### src/sv/sorted_priority_queue_top_defines.svh
// Assertion macros for the sorted priority queue
`ifndef SORTED_PRIORITY_QUEUE_TOP_DEFINES_SVH
`define SORTED_PRIORITY_QUEUE_TOP_DEFINES_SVH
`ifndef SYNTHESIS
`define SPQ_ASSERT(label, prop) \
  label: assert property (@(posedge clk_i) disable iff (!rst_ni) (prop)) \
    else $error("spq: assertion failed");
`define SPQ_ASSERT_NEXT(label, ante, cons) \
  label: assert property (@(posedge clk_i) disable iff (!rst_ni) (ante) |=> (cons)) \
    else $error("spq: assertion failed");
`else
`define SPQ_ASSERT(label, prop)
`define SPQ_ASSERT_NEXT(label, ante, cons)
`endif
`endif

### src/sv/spq_pkg.sv
// Types and codes shared by the sorted priority queue modules
package spq_pkg;

  typedef enum logic [0:0] {
    FUNC_INSERT = 1'b0,
    FUNC_SERVE  = 1'b1
  } func_e;

  typedef enum logic [1:0] {
    ST_SERVED  = 2'd0,
    ST_EMPTY   = 2'd1,
    ST_DROPPED = 2'd2
  } status_e;

  typedef struct packed {
    func_e              func;
    logic [15:0]        entry_id;
    logic signed [15:0] priority_req;
  } in_item_t;

  typedef struct packed {
    status_e     status;
    logic [15:0] served_id;
  } out_item_t;

  typedef struct packed {
    logic               valid;
    logic signed [15:0] prio;
    logic [15:0]        id;
  } slot_t;

  typedef struct packed {
    logic               ins;
    logic               srv;
    logic signed [15:0] prio;
    logic [15:0]        id;
  } cmd_t;

endpackage

### src/sv/spq_cell.sv
// One slot of the sorted chain: holds, shifts in from either neighbor, or takes the new entry
module spq_cell (
  input  logic          clk_i,
  input  logic          rst_ni,
  input  spq_pkg::cmd_t  cmd_i,
  input  spq_pkg::slot_t left_i,
  input  logic          left_keep_i,
  input  spq_pkg::slot_t right_i,
  output spq_pkg::slot_t slot_o,
  output logic          keep_o
);
  import spq_pkg::*;

  slot_t slot_q, slot_d;

  assign keep_o = slot_q.valid && ($signed(slot_q.prio) >= $signed(cmd_i.prio));
  assign slot_o = slot_q;

  always_comb begin
    slot_d = slot_q;
    if (cmd_i.srv) begin
      slot_d = right_i;
    end else if (cmd_i.ins) begin
      if (keep_o) begin
        slot_d = slot_q;
      end else if (left_keep_i) begin
        slot_d.valid = 1'b1;
        slot_d.prio  = cmd_i.prio;
        slot_d.id    = cmd_i.id;
      end else begin
        slot_d = left_i;
      end
    end
  end

  always_ff @(posedge clk_i or negedge rst_ni) begin
    if (!rst_ni) begin
      slot_q <= '0;
    end else begin
      slot_q <= slot_d;
    end
  end

endmodule

### src/sv/sorted_priority_queue_top.sv
// Top level of the sorted priority queue: cell chain and result register
//
//   channel   direction  payload            handshake
//   in        input      spq_pkg::in_item_t  in_valid_i / in_stall_o
//   out       output     spq_pkg::out_item_t out_valid_o / out_stall_i
//
// One request per cycle unless the input is stalled: each cell compares its slot
// with the broadcast priority and shifts, holds or loads along the chain.
// A result (serve, empty, dropped insert) is registered and shown in the cycle after transfer.
// Reset clears all slot valid flags; the queue starts empty.
// Input stalls only while a result waits in the output register under stall.
`include "sorted_priority_queue_top_defines.svh"
module sorted_priority_queue_top #(
  parameter int CAPACITY = 16
) (
  input  logic               clk_i,
  input  logic               rst_ni,
  input  logic               in_valid_i,
  output logic               in_stall_o,
  input  spq_pkg::in_item_t  in_data_i,
  output logic               out_valid_o,
  input  logic               out_stall_i,
  output spq_pkg::out_item_t out_data_o
);
  import spq_pkg::*;

  slot_t                slot[CAPACITY];
  logic [CAPACITY-1:0]  keep;
  logic [CAPACITY-1:0]  occ_vec;
  logic [CAPACITY-1:0]  occ_inc;
  cmd_t                 cmd;
  logic                 in_acc;
  logic                 full;
  logic                 res_valid;
  out_item_t            res;
  logic                 out_valid_q, out_valid_d;
  out_item_t            out_data_q, out_data_d;

  assign in_stall_o = out_valid_q && out_stall_i;
  assign in_acc     = in_valid_i && !in_stall_o;
  assign full       = occ_vec[CAPACITY-1];
  assign occ_inc    = occ_vec + {{(CAPACITY-1){1'b0}}, 1'b1};

  assign cmd.ins  = in_acc && (in_data_i.func == FUNC_INSERT) && !full;
  assign cmd.srv  = in_acc && (in_data_i.func == FUNC_SERVE) && occ_vec[0];
  assign cmd.prio = in_data_i.priority_req;
  assign cmd.id   = in_data_i.entry_id;

  for (genvar i = 0; i < CAPACITY; i++) begin : g_cell
    slot_t left_s, right_s;
    logic  left_keep;
    if (i == 0) begin : g_head
      assign left_s    = '0;
      assign left_keep = 1'b1;
    end else begin : g_mid
      assign left_s    = slot[i-1];
      assign left_keep = keep[i-1];
    end
    if (i == CAPACITY - 1) begin : g_tail
      assign right_s = '0;
    end else begin : g_body
      assign right_s = slot[i+1];
    end
    spq_cell u_cell (
      .clk_i       (clk_i),
      .rst_ni      (rst_ni),
      .cmd_i       (cmd),
      .left_i      (left_s),
      .left_keep_i (left_keep),
      .right_i     (right_s),
      .slot_o      (slot[i]),
      .keep_o      (keep[i])
    );
    assign occ_vec[i] = slot[i].valid;
  end

  always_comb begin
    res_valid     = 1'b0;
    res.status    = ST_SERVED;
    res.served_id = '0;
    unique case (in_data_i.func)
      FUNC_SERVE: begin
        res_valid = 1'b1;
        if (occ_vec[0]) begin
          res.status    = ST_SERVED;
          res.served_id = slot[0].id;
        end else begin
          res.status = ST_EMPTY;
        end
      end
      FUNC_INSERT: begin
        if (full) begin
          res_valid  = 1'b1;
          res.status = ST_DROPPED;
        end
      end
      default: res_valid = 1'b0;
    endcase
  end

  always_comb begin
    out_valid_d = out_valid_q;
    out_data_d  = out_data_q;
    if (in_acc) begin
      out_valid_d = res_valid;
      if (res_valid) begin
        out_data_d = res;
      end
    end else if (!out_stall_i) begin
      out_valid_d = 1'b0;
    end
  end

  always_ff @(posedge clk_i or negedge rst_ni) begin
    if (!rst_ni) begin
      out_valid_q <= 1'b0;
    end else begin
      out_valid_q <= out_valid_d;
    end
  end

  always_ff @(posedge clk_i) begin
    out_data_q <= out_data_d;
  end

  assign out_valid_o = out_valid_q;
  assign out_data_o  = out_data_q;

  `SPQ_ASSERT(a_occ_prefix, (occ_vec & occ_inc) == '0)
  `SPQ_ASSERT(a_sorted_head, !slot[1].valid || ($signed(slot[0].prio) >= $signed(slot[1].prio)))
  `SPQ_ASSERT_NEXT(a_serve_result, cmd.srv, out_valid_o && (out_data_o.status == ST_SERVED))
  `SPQ_ASSERT_NEXT(a_insert_silent, cmd.ins, !out_valid_o)
  `SPQ_ASSERT_NEXT(a_insert_grows, cmd.ins, occ_vec[0])

endmodule
### config.mk
export PLATFORM = sky130hd
export DESIGN_NAME = sorted_priority_queue_top
export DESIGN_NICKNAME = d
export VERILOG_FILES = /design/src/sv/spq_pkg.sv /design/src/sv/spq_cell.sv /design/src/sv/sorted_priority_queue_top.sv
export VERILOG_INCLUDE_DIRS = /design/src /design/src/sv
export SDC_FILE = /design/constraint.sdc
export NUM_CORES = 2
export LEC_CHECK = 0
export BUFFER_PORTS_ARGS = -buffer_cell sky130_fd_sc_hd__clkbuf_2
export CAP_MARGIN = 25
export CORE_MARGIN = 1
export CORE_UTILIZATION = 50
export DETAILED_ROUTE_END_ITERATION = 12
export HOLD_SLACK_MARGIN = 0.03
export PLACE_DENSITY_LB_ADDON = 0.12
export SETUP_SLACK_MARGIN = 0.1
export SKIP_LAST_GASP = 1
export SLEW_MARGIN = 0
export SYNTH_ARGS = -nofsm -noshare
export SYNTH_HDL_FRONTEND = slang
export SYNTH_SLANG_ARGS = --single-unit
### constraint.sdc
create_clock -name clk_i -period 4.7 [get_ports clk_i]
set_input_delay 0.47 -clock clk_i [delete_from_list [all_inputs] [get_ports clk_i]]
set_output_delay 0.47 -clock clk_i [all_outputs]
set_load 0.1 [all_outputs]
==> flow_summary.toml <==
[route]
dr.pass1.iters = 7
vias = 27221
totalWireLength_mm = 97.7
viasPerCell = 6.41
wl_per_cell_um = 23.0
drc = 0
antenna_left = 0
drtIter0Drc = 2068

[global_routing]
overflow = 0
grt_first_pass_wirelength_mm = 159
grt_max_degree = 167
grt.total_usage = 0.281
antenna_found_initial = 1
grt_pass1_vias = 28119

[die]
die-area_mm2 = 0.0696
die_w_um = 264
start_util = 0.508
core_region_area_mm2 = 0.0675
io_pins = 57
die_h_um = 264
row_count = 95

[power]
p_seq_frac = 0.330
power_frac_clock = 0.180
leakage_nw = 17.1
totalPowerFinal_mw = 28.2
p_comb_frac = 0.491
power_density_mw_per_mm2 = 745
power.internal_mw = 16.2
p_sw_mw = 12.0
vdd.ir_drop.worst_v = 0.000461
swShare = 0.425

[clock_tree]
clkSinkCount = 547
cts_buffers = 61
path_clk_slew_ns = 0.06
post_cts_buffers = 0
cts_resized = 0
cts_tree = "built"
clockBufferDepth = 3
clk_latency_ns = 0.66
root_buffer = "clkbuf_16"
htreeDepth = 2

[timing]
setup_viol = 0
drv_slew = 0
final_hold_viol_count = 0
layout_worst_path_cycle_share = 0.777
clock_skew_ns = 0.0283
hold_slack_ns = 0.142
setup_ws_ns = 1.05
grt_setup_unrepaired = "no"
fin_crit_ns = 3.65
slew_headroom = 0.320
tightest_slew_ns = 1.02
finalSetupTns_ns = 0
fmax_mhz = 274

[synth]
synth_ff_type = "dfrtp_1"
synth-edff-count = 18
synth_fp_nets = 3645
synthesis.instances = 3368
synthArstFlopShare = 0.967
synth-seq-cells = 547
synth_cell_types = 78
yosys_warnings = 0
syn_area_mm2 = 0.0343
syn-mean-instance-area_um2 = 10.2
ys_seq_area_frac = 0.402

[placed_design]
dp_cells = 4133
globalplace.congestion = 0.901
post-place-ws_ns = 0.452
place_area_mm2 = 0.0358
post-dp-hpwl_mm = 70.8
portBuffers = 56

[layout]
final_common_cell = "dfrtp_1"
layout-drive-gt1-share = 0.119
utilization = 0.562
seqCellArea_mm2 = 0.0138
nFillCells = 5847
layout_common_cells = "529 x dfrtp_1, 420 x mux2i_1, 384 x o21ai_0"
syn2layout_area_growth_pct = 10.6
postLayoutCellArea_mm2 = 0.0379
finalNonFillerCells = 4247
nets = 3601
multiInputGateArea_mm2 = 0.0194

[critical_path]
cp-startpoint = "in_data_i[14]"
crit_path_start_kind = "primary input"
path_max_fanout = 32
cp_common_cell = "o21ai_0"
cpPeakStageDelay_ns = 0.64
cp_data_arrival_time_ns = 4.19
worst_setup_path_end_kind = "register"
reg2reg_from = "out_valid_o"
required_ns = 5.24
path_class = "in2reg"
slowest_stage = "nand2b_1"
path_cells = "clkbuf_2, inv_1, buf_4, ha_1, nand4_1, nor3_1, o21ai_0, a311oi_1, nor3_4, nand2b_1, o21ai_0"

[min_path]
hold_path_class = "in2reg"
hold_start = "in_data_i[32]"

[flow_run]
drv_cap = 0

[run_status]
status = "complete, no violations"
## synthesized netlist by cell type, types with 17 or more instances
cell type,count,area [µm²]
mux2i_1,420,4200
a31oi_1,42,263
a21oi_1,90,450
buf_2,49,245
o211ai_2,31,388
edfxtp_1,18,541
nand3_1,18,90.1
nand2_1,215,807
nor2b_1,40,250
o21ai_1,63,315
clkbuf_1,208,781
inv_1,58,218
dfrtp_1,529,13200
o21ai_0,384,1920
o211ai_1,42,315
mux2_4,30,450
nand4_1,119,744
and4_1,22,193
a221o_1,36,360
mux2_2,36,405
and3_1,17,106
a22oi_1,326,2450
nor3_1,19,95.1
a21o_1,20,150
ha_1,240,3000
mux2_1,29,327
o31ai_1,40,300
nor2_1,64,240
## state kept, by name, indices dropped and copies added, names as in the netlist
register,cells
out_valid_o,1
out_data_o,18
g_cell.u_cell.slot_o,528
## worst paths after layout
check / cells after the start / endpoint / slack [ns]
setup / recovery: 11 / g_cell[5].u_cell.slot_o[23] / 1.05
hold / removal: 2 / out_data_o[17] / 0.14
setup reg to reg: 8 / g_cell[5].u_cell.slot_o[23] / 1.35
hold reg to reg: 2 / g_cell[15].u_cell.slot_o[18] / 0.48
max in group asynchronous: 3 / g_cell[1].u_cell.slot_o[23] / 3.09
min in group asynchronous: 2 / g_cell[13].u_cell.slot_o[21] / 0.39
## metal layers
layer,up-vias,global-route usage,wire (µm)
li1,12849,-,-
met1,13523,0.388,45600
met2,688,0.458,45300
met3,161,0.0372,4270
met4,0,0.0866,2550
met5,-,0,0
## worst max-delay path, delay by kind of cell
| family | cells | cell delay, ns |
|---|---|---|
| AND/OR/NAND/NOR | 4 | 1.24 |
| AO/OA/AOI/OAI | 3 | 1.04 |
| adder cells (fa/ha/maj) | 1 | 0.32 |
| buffers and inverters | 3 | 1.09 |
## cell type report
class / instances / share of cell area
timing repair buffer: 167 / 0.0352
clock buffer: 97 / 0.0494
clock inverter: 15 / 0.00670
antenna: 1 / 0.0000660
inverter: 59 / 0.00584
sequential: 547 / 0.363
multi-input combinational: 2488 / 0.511
tap: 873 / 0.0288
## cells by family (layout without fill, tap and decap cells)
kind of cell | Yosys count | after routing | share of synthesized area
other cells | 0 | 1 | 0
buf+inv | 333 | 338 | 0.0405
simple gates | 578 | 578 | 0.0885
flops | 547 | 547 | 0.402
mux | 515 | 515 | 0.157
fa+ha+maj | 240 | 240 | 0.0876
compound gates | 1155 | 1155 | 0.225
## timing repair
| item | CTS | global route |
|---|---|---|
| hold buffers | 1 | 0 |
| setup endpoints to repair | 0 | 0 |
| endpoints found under the hold margin | 65 | 0 |
## power by group through the flow
stage                     combinational (mW)  clock [mW]  sequential (mW)
after global routing                    15.3        5.33             9.60
final                                   13.9        5.07             9.31
after global placement                  13.3           0             9.24
after detailed placement                13.9           0             9.34
after CTS                               13.9        5.16             9.25
after floorplan                         10.6           0             8.74
Note: power is estimated with default switching activity, not from simulation.
